$ cat src/sv/awm_pkg.sv
package awm_pkg;

  localparam int FUNC_W   = 2;
  localparam int LETTER_W = 5;
  localparam int START_W  = 16;

  localparam int DEF_MAX_PATTERN = 256;
  localparam int DEF_ALPHABET    = 26;
  localparam int DEF_MAX_TEXT    = 65536;

  typedef enum logic [FUNC_W-1:0] {
    FN_CLEAR   = 2'd0,
    FN_PATTERN = 2'd1,
    FN_TEXT    = 2'd2
  } func_t;

  // Shared update command broadcast to every letter lane.
  typedef struct packed {
    logic                clr;
    logic                pat_add;
    logic                win_add;
    logic                win_sub;
    logic [LETTER_W-1:0] code;
    logic [LETTER_W-1:0] old;
  } lane_ctl_t;

  // Recent-letter ring command.
  typedef struct packed {
    logic                clr;
    logic                adv;
    logic [LETTER_W-1:0] letter;
  } ring_ctl_t;

endpackage

$ cat src/sv/awm_if.sv
interface awm_in_if;
  logic                        valid;
  logic                        ready;
  logic [awm_pkg::FUNC_W-1:0]   func;
  logic [awm_pkg::LETTER_W-1:0] letter;

  modport source (output valid, output func, output letter, input ready);
  modport sink   (input valid, input func, input letter, output ready);
endinterface

interface awm_out_if;
  logic                        valid;
  logic                        ready;
  logic [awm_pkg::START_W-1:0]  start_index;

  modport source (output valid, output start_index, input ready);
  modport sink   (input valid, input start_index, output ready);
endinterface

$ cat src/sv/awm_lane.sv
module awm_lane #(
  parameter int LANE  = 0,
  parameter int CNT_W = 9
) (
  input  logic                clk,
  input  logic                rst_n,
  input  awm_pkg::lane_ctl_t  ctl,
  output logic                diff_nxt
);

  logic [CNT_W-1:0] pat_r, pat_nxt;
  logic [CNT_W-1:0] win_r, win_nxt;
  logic             hit_new, hit_old;

  always_comb begin
    hit_new = (32'(ctl.code) == LANE);
    hit_old = (32'(ctl.old) == LANE);
    pat_nxt = pat_r;
    win_nxt = win_r;
    if (ctl.clr) begin
      pat_nxt = '0;
      win_nxt = '0;
    end else begin
      if (ctl.pat_add && hit_new) begin
        pat_nxt = pat_r + CNT_W'(1);
      end
      case ({ctl.win_add && hit_new, ctl.win_sub && hit_old})
        2'b10:   win_nxt = win_r + CNT_W'(1);
        2'b01:   win_nxt = win_r - CNT_W'(1);
        default: win_nxt = win_r;
      endcase
    end
    diff_nxt = (pat_nxt != win_nxt);
  end

  always_ff @(posedge clk) begin
    if (!rst_n) begin
      pat_r <= '0;
      win_r <= '0;
    end else begin
      pat_r <= pat_nxt;
      win_r <= win_nxt;
    end
  end

endmodule

$ cat src/sv/awm_ring.sv
module awm_ring #(
  parameter int MAX_PATTERN = awm_pkg::DEF_MAX_PATTERN,
  parameter int PC_W        = 9,
  parameter int SLOT_W      = 8
) (
  input  logic                         clk,
  input  logic                         rst_n,
  input  awm_pkg::ring_ctl_t           ctl,
  input  logic [PC_W-1:0]              pattern_count,
  output logic [awm_pkg::LETTER_W-1:0] old_letter
);

  logic [SLOT_W-1:0]            slot_r, slot_nxt;
  logic [awm_pkg::LETTER_W-1:0] mem [MAX_PATTERN];
  logic [awm_pkg::LETTER_W-1:0] rd_r;

  always_comb begin
    slot_nxt = slot_r;
    if (ctl.clr) begin
      slot_nxt = '0;
    end else if (ctl.adv) begin
      if (PC_W'(slot_r) + PC_W'(1) == pattern_count) begin
        slot_nxt = '0;
      end else begin
        slot_nxt = slot_r + SLOT_W'(1);
      end
    end
  end

  always_ff @(posedge clk) begin
    if (!rst_n) begin
      slot_r <= '0;
    end else begin
      slot_r <= slot_nxt;
    end
  end

  // Prefetch the slot the next text beat will use; bypass when the ring is one deep.
  always_ff @(posedge clk) begin
    if (ctl.adv) begin
      mem[slot_r] <= ctl.letter;
    end
    if (ctl.adv && (slot_nxt == slot_r)) begin
      rd_r <= ctl.letter;
    end else begin
      rd_r <= mem[slot_nxt];
    end
  end

  assign old_letter = rd_r;

endmodule

$ cat src/sv/anagram_window_matcher_core.sv
// Sliding-window anagram search. Send func=clear, then the pattern letters
// (func=pattern), then the text letters (func=text); each text letter that
// closes a window whose letter counts equal the pattern's returns one beat
// carrying the window's start index. The block takes one beat per clock:
// a beat is registered, updated through one pass of per-letter count lanes
// and a ring read that is prefetched for the next text beat, and the result
// lands in the output register once the held beat is processed. Input
// stalls only while a beat is held and the output register is full and not
// taken. The recent-letter ring needs no clearing after reset.
module anagram_window_matcher_core #(
  parameter int MAX_PATTERN = awm_pkg::DEF_MAX_PATTERN,
  parameter int ALPHABET    = awm_pkg::DEF_ALPHABET,
  parameter int MAX_TEXT    = awm_pkg::DEF_MAX_TEXT
) (
  input  logic            clk,
  input  logic            rst_n,
  awm_in_if.sink          in_ch,
  awm_out_if.source       out_ch
);

  localparam int PC_W   = $clog2(MAX_PATTERN + 1);
  localparam int SLOT_W = (MAX_PATTERN > 1) ? $clog2(MAX_PATTERN) : 1;
  localparam int TC_W   = $clog2(MAX_TEXT + 1);

  logic                          in_v_r;
  logic [awm_pkg::FUNC_W-1:0]    func_r;
  logic [awm_pkg::LETTER_W-1:0]  letter_r;
  logic [PC_W-1:0]               pc_r, pc_nxt;
  logic [TC_W-1:0]               tc_r, tc_nxt;
  logic                          out_v_r;
  logic [awm_pkg::START_W-1:0]   out_idx_r;

  logic                          proc_go, proc, in_rdy;
  logic                          is_clr, is_pat, is_text, win_step;
  logic                          letter_ok, reach, full, emit;
  logic [31:0]                   pos32, pc32, start32;
  logic [awm_pkg::LETTER_W-1:0]  old_letter;
  logic [ALPHABET-1:0]           diff_nxt;
  awm_pkg::lane_ctl_t            lane_ctl;
  awm_pkg::ring_ctl_t            ring_ctl;

  assign proc_go = !out_v_r || out_ch.ready;
  assign proc    = in_v_r && proc_go;
  assign in_rdy  = !in_v_r || proc_go;

  always_comb begin
    is_clr    = 1'b0;
    is_pat    = 1'b0;
    is_text   = 1'b0;
    letter_ok = (32'(letter_r) < ALPHABET);
    case (awm_pkg::func_t'(func_r))
      awm_pkg::FN_CLEAR:   is_clr  = proc;
      awm_pkg::FN_PATTERN: is_pat  = proc && letter_ok && (tc_r == '0)
                                     && (pc_r < PC_W'(MAX_PATTERN));
      awm_pkg::FN_TEXT:    is_text = proc && letter_ok && (tc_r < TC_W'(MAX_TEXT));
      default: begin
        is_clr  = 1'b0;
        is_pat  = 1'b0;
        is_text = 1'b0;
      end
    endcase
    win_step = is_text && (pc_r != '0);
    pos32    = 32'(tc_r);
    pc32     = 32'(pc_r);
    full     = (pos32 >= pc32);
    reach    = (pos32 + 32'd1 >= pc32);
    start32  = pos32 + 32'd1 - pc32;
    emit     = win_step && reach && !(|diff_nxt);

    lane_ctl.clr     = is_clr;
    lane_ctl.pat_add = is_pat;
    lane_ctl.win_add = win_step;
    lane_ctl.win_sub = win_step && full;
    lane_ctl.code    = letter_r;
    lane_ctl.old     = old_letter;

    ring_ctl.clr     = is_clr;
    ring_ctl.adv     = win_step;
    ring_ctl.letter  = letter_r;

    pc_nxt = pc_r;
    tc_nxt = tc_r;
    if (is_clr) begin
      pc_nxt = '0;
      tc_nxt = '0;
    end else begin
      if (is_pat) begin
        pc_nxt = pc_r + PC_W'(1);
      end
      if (is_text) begin
        tc_nxt = tc_r + TC_W'(1);
      end
    end
  end

  for (genvar i = 0; i < ALPHABET; i++) begin : g_lane
    awm_lane #(
      .LANE  (i),
      .CNT_W (PC_W)
    ) u_lane (
      .clk      (clk),
      .rst_n    (rst_n),
      .ctl      (lane_ctl),
      .diff_nxt (diff_nxt[i])
    );
  end

  awm_ring #(
    .MAX_PATTERN (MAX_PATTERN),
    .PC_W        (PC_W),
    .SLOT_W      (SLOT_W)
  ) u_ring (
    .clk           (clk),
    .rst_n         (rst_n),
    .ctl           (ring_ctl),
    .pattern_count (pc_r),
    .old_letter    (old_letter)
  );

  always_ff @(posedge clk) begin
    if (!rst_n) begin
      in_v_r  <= 1'b0;
      out_v_r <= 1'b0;
      pc_r    <= '0;
      tc_r    <= '0;
    end else begin
      pc_r <= pc_nxt;
      tc_r <= tc_nxt;
      if (in_rdy) begin
        in_v_r <= in_ch.valid;
      end
      if (proc_go) begin
        out_v_r <= emit;
      end
    end
  end

  always_ff @(posedge clk) begin
    if (in_rdy && in_ch.valid) begin
      func_r   <= in_ch.func;
      letter_r <= in_ch.letter;
    end
    if (proc_go && emit) begin
      out_idx_r <= start32[awm_pkg::START_W-1:0];
    end
  end

  assign in_ch.ready        = in_rdy;
  assign out_ch.valid       = out_v_r;
  assign out_ch.start_index = out_idx_r;

endmodule

$ cat src/flat_wrapper.sv
// flat-port wrapper written by rule: the top's interface ports become plain ports
module anagram_window_matcher_core_flat 
#(
  parameter int MAX_PATTERN = awm_pkg::DEF_MAX_PATTERN,
  parameter int ALPHABET    = awm_pkg::DEF_ALPHABET,
  parameter int MAX_TEXT    = awm_pkg::DEF_MAX_TEXT
)
  (clk, rst_n, in_ch_valid, in_ch_func, in_ch_letter, in_ch_ready, out_ch_valid, out_ch_start_index, out_ch_ready);
  awm_in_if in_ch_i ();
  awm_out_if out_ch_i ();
  input  logic clk;
  input  logic rst_n;
  input wire logic [$bits(in_ch_i.valid)-1:0] in_ch_valid;
  input wire logic [$bits(in_ch_i.func)-1:0] in_ch_func;
  input wire logic [$bits(in_ch_i.letter)-1:0] in_ch_letter;
  output wire logic [$bits(in_ch_i.ready)-1:0] in_ch_ready;
  output wire logic [$bits(out_ch_i.valid)-1:0] out_ch_valid;
  output wire logic [$bits(out_ch_i.start_index)-1:0] out_ch_start_index;
  input wire logic [$bits(out_ch_i.ready)-1:0] out_ch_ready;
  assign in_ch_i.valid = in_ch_valid;
  assign in_ch_i.func = in_ch_func;
  assign in_ch_i.letter = in_ch_letter;
  assign in_ch_ready = in_ch_i.ready;
  assign out_ch_valid = out_ch_i.valid;
  assign out_ch_start_index = out_ch_i.start_index;
  assign out_ch_i.ready = out_ch_ready;
  anagram_window_matcher_core #(.MAX_PATTERN(MAX_PATTERN), .ALPHABET(ALPHABET), .MAX_TEXT(MAX_TEXT)) u_core (.clk(clk), .rst_n(rst_n), .in_ch(in_ch_i), .out_ch(out_ch_i));
endmodule
$ cat config.mk
export PLATFORM = sky130hd
export DESIGN_NAME = anagram_window_matcher_core_flat
export DESIGN_NICKNAME = d
export VERILOG_FILES = /design/src/sv/awm_pkg.sv /design/src/sv/awm_if.sv /design/src/sv/awm_lane.sv /design/src/sv/awm_ring.sv /design/src/sv/anagram_window_matcher_core.sv /design/src/flat_wrapper.sv
export SDC_FILE = /design/constraint.sdc
export NUM_CORES = 2
export LEC_CHECK = 0
export ABC_AREA = 1
export BUFFER_PORTS_ARGS = -buffer_cell sky130_fd_sc_hd__buf_4
export CAP_MARGIN = 20
export CORE_UTILIZATION = 45
export DETAILED_ROUTE_END_ITERATION = 7
export SETUP_SLACK_MARGIN = 0.15
export SLEW_MARGIN = 40
export SYNTH_ARGS = -nofsm -noshare
export SYNTH_HDL_FRONTEND = slang
export SYNTH_SLANG_ARGS = --single-unit
export TNS_END_PERCENT = 1
$ cat constraint.sdc
create_clock -name clk -period 8 [get_ports clk]
set_clock_uncertainty 0.2 [all_clocks]
set_input_delay 0.8 -clock clk [delete_from_list [all_inputs] [get_ports clk]]
set_output_delay 0.8 -clock clk [all_outputs]
set_load 0.03 [all_outputs]
==> Flow_metrics.wiki <==
{| class="wikitable"
! Metric !! Value
|-
| Leading cell type in the layout, fill and taps excluded || nor2_1
|-
| H-tree lvl count || 4
|-
| Post-synthesis net count || 11300
|-
| Final worst-path cycle share || 95.4%
|-
| Final Net Count || 11400
|-
| Final cell utilization of the core || 51.1%
|-
| TritonCTS sink count || ~1800
|-
| Per-cell via count in the routed design || around 5.7
|-
| Via Count || 79200
|-
| Class of the most critical setup path || flip-flop to flip-flop
|-
| Unique cell type count in the Yosys netlist || 58
|-
| Final setup violating endpoints || 0
|-
| Main flop type after synthesis || edfxtp_1
|-
| Hold WC Path Type || input port to flip-flop
|-
| Min Tclk post-route || 7640 ps
|-
| Number of placement rows || 166
|-
| Wire length reported by the detailed router || about 320000 um
|-
| Dominant cell type by count on the critical path || nand2_1
|-
| Gr usage total || 29.6%
|-
| Minimum setup slack after placement || 126 ps
|-
| Sw Share || 22.0%
|-
| Sum of negative setup slack || 0 ps
|-
| Max Transition Viols Final || 0
|-
| Final hold viol count || 0
|-
| Clock root buffer || clkbuf_16
|-
| Standard cell area after detailed placement || 98100 um2
|-
| Internal Power || about 15 mW
|-
| Clock tree from TritonCTS || yes
|-
| Half-perimeter wire length after placement || 218000 um
|-
| Largest net degree at the start of global routing || around 160
|-
| Critical path required time || 8550 ps
|-
| Status || completed
|-
| Number of synthesized flops with an enable pin || roughly 1300
|-
| Cell count of the worst reg-to-reg path || 38
|-
| Buffer levels on the longest clock path || 3
|-
| Fraction of the yosys area taken by sequential cells || 52.9%
|-
| Part of the power in registers || 50.8%
|-
| Cell at the slowest stage of the critical path || dfxtp_4
|-
| Number of global-route vias before repair || 74300
|-
| Worst reg2reg setup slack || roughly 360 ps
|-
| Fraction of final layout cells with drive strength greater than 1 || 7.04%
|-
| Die Area || 209000 um2
|-
| Reg-to-reg endpoint || u_core.out_ch.valid
|-
| Post-CTS clock slew at the launch and capture registers of the worst setup and hold paths || 60 ps
|-
| Total power || 19.8 mW
|-
| Number of register bits inferred by synthesis || ~1800
|-
| Switching power summed over all nets || 4.36 mW
|-
| I/O pin count || 29
|-
| Quantity of I/O buffers inserted on ports || 28
|-
| Combinational cell fraction of total power || 2.4%
|-
| Initial Util || 45.5%
|-
| Worst Min Path Start || in_ch_valid
|-
| FFs w/ async S/R, synth || 0%
|-
| Core area || 205000 um2
|-
| Number of instances in the synthesized netlist || 11000
|-
| Clk Latency, worst-skew pair || slightly below 900 ps
|-
| Die width || 458 um
|-
| First-pass detailed-route iteration total || 6
|-
| Routed length per placed instance || 22.8 um
|-
| Mean instance size in the synthesized netlist || approximately 8.5 um2
|-
| Leak pwr || 43.6 nW
|-
| Post-Layout Inst Area || 105000 um2
|-
| WHS Endpoint || u_core.in_v_r
|-
| Critical Path Max Stage Delay || 490 ps
|-
| Clock power share || 46.9%
|-
| Setup repair after global routing missed its margin || no
|-
| Hold Path Depth || 3
|-
| Inserted Clock Buffers || 195
|-
| Achievable frequency || roughly 0.13 GHz
|-
| Yosys synthesis warning count || 0
|-
| Number of maximum-capacitance violations || 0
|-
| Number of nets with antenna violations after routing || 0
|-
| First-pass GRT wire length || 471000 um
|-
| Commonest non-fill, non-tap cells in the layout || 2027 x nor2_1, 2019 x nand2_1, 1303 x edfxtp_1, 1025 x o21ai_0, 983 x inv_1
|-
| Smallest setup slack after layout || 365 ps
|-
| Largest vdd supply drop || 258 uV
|-
| Cell area power density || 189 nW/um2
|-
| Number of DRC markers after the initial detailed-route iteration || around 7700
|-
| RD Place Congestion || 1.04
|-
| Global-route congestion overflow total || 0
|-
| Element type at the critical path start || flip-flop
|-
| Critical-path maximum fanout || 83
|-
| Normalized max-slew margin || 35.9%
|-
| Area growth from synthesis to layout || 12.4%
|-
| Die Height || between 400 and 500 um
|-
| WP data arrival || 8190 ps
|-
| Drt drc || 0
|-
| Type of destination of the critical path || flip-flop
|-
| Transition at the pin with the smallest max-transition slack || 962 ps
|-
| Netlist Area Pre-Place || 93400 um2
|-
| Antenna violations before repair || 10
|}
layer usage:
metal  part of all wire [%]  wire (um)  GRT usage [%]  vias up
li1                       -          -              -    37500
met1                     41     131000           38.1    38000
met2                     47     148000           48.2     3026
met3                    6.5      20800           4.26      650
met4                    5.8      18300           15.8        8
met5                  0.018         57              0        -
area by class of cell:
type | count | area [um2]
Timing Repair Buffer | 371 | 3610
Multi-Input combinational cell | 7669 | 38200
Antenna cell | 9 | 22.5
Sequential cell | 1815 | 49400
Fill cell | 19000 | 100000
Inverter | 1013 | 3840
Clock buffer | 254 | 5320
Clock inverter | 105 | 1240
Tap cell | 2688 | 3360
cells in the mapped netlist (all sizes together) (3+ instances only):
master	n	share of area, %
a21boi	13	0.10
a21o	16	0.13
a21oi	219	1.2
a31o	3	0.028
and2	11	0.074
and3	3	0.020
buf	130	0.73
clkbuf	374	1.5
clkinv	6	0.024
dfxtp	512	11
edfxtp	1303	42
fa	27	0.58
ha	260	3.5
inv	1007	4.0
mux2i	9	0.096
nand2	2025	8.2
nand3	746	4.0
nand3b	48	0.39
nand4	327	2.2
nor2	2061	8.4
nor3	103	0.58
nor3b	13	0.10
nor4	4	0.027
o2111ai	3	0.028
o211ai	21	0.17
o21a	11	0.088
o21ai	1047	5.6
o21bai	60	0.49
o221ai	5	0.047
o22ai	388	2.6
o31ai	6	0.048
o32ai	3	0.028
or2	40	0.27
xnor2	73	0.68
xor2	115	1.1
cell families (layout without fill, tap and decap cells):
family / Yosys count / count (layout) / share of synthesized area (%)
other cells: 0 / 9 / 0
flops: 1815 / 1815 / 52.9
compound gates: 1801 / 1801 / 10.6
xor+xnor: 188 / 188 / 1.76
buf+inv: 1517 / 1743 / 6.31
fa+ha+maj: 287 / 287 / 4.06
mux: 9 / 9 / 0.0964
simple gates: 5384 / 5384 / 24.3
how the worst max path moves through the flow:
stage                                  start                            end  cells after the start
after global routing               flip-flop   u_core.out_ch.start_index[0]                     42
final                              flip-flop            u_core.out_ch.valid                     38
after global placement             flip-flop  u_core.out_ch.start_index[11]                     32
after CTS                          flip-flop   u_core.out_ch.start_index[0]                     32
after detailed placement           flip-flop  u_core.out_ch.start_index[11]                     32
after floorplan           u_core.letter_r[4]   u_core.out_ch.start_index[0]                     31
worst max-delay path, delay by kind of cell (launching register included):
family,cells,cell delay (ps)
AO/OA/AOI/OAI,6,1550
AND/OR/NAND/NOR,23,3290
buffers and inverters,6,1110
adder cells (fa/ha/maj),2,510
multiplexers,1,250
flip-flops,1,490
through the flow:
stage	hold WS (ps)	std cells
5_1_grt	47.5	13900
2_1_floorplan	261	11000
4_1_cts	4.89	13900
3_3_place_gp	272	13500
6_report	67.5	13900
3_5_place_dp	286	13500
state kept, by name, summed over array words and instances, names as in the netlist, named ones only:
register and flops:
u_core.pc_r 9, u_core.tc_r 17, u_core.g_lane.u_lane.pat_r 234, u_core.func_r 2, u_core.letter_r 5, u_core.out_ch.valid 1, u_core.u_ring.mem 1280, u_core.g_lane.u_lane.win_r 234
u_core.in_v_r 1, u_core.u_ring.slot_r 8, u_core.out_ch.start_index 16
repair_timing:
action / in CTS / in global routing
buffers inserted: 0 / 5
endpoints found under the setup margin: 17 / 17
hold endpoints to repair: 7 / 0
hold buffers: 7 / 0
gates cloned: 0 / 2
pin swaps: 0 / 0
resized for setup: 1 / 16
power by group through the flow:
stage                     clock network, mW  registers (mW)  logic (mW)
final                                  9.30            10.1       0.467
after global routing                   9.75            10.1       0.494
after CTS                              9.41            10.1       0.457
after detailed placement                  0            10.3       0.454
after global placement                    0            10.3       0.446
after floorplan                           0            10.3       0.193
Power figures use the tool's default switching activity.
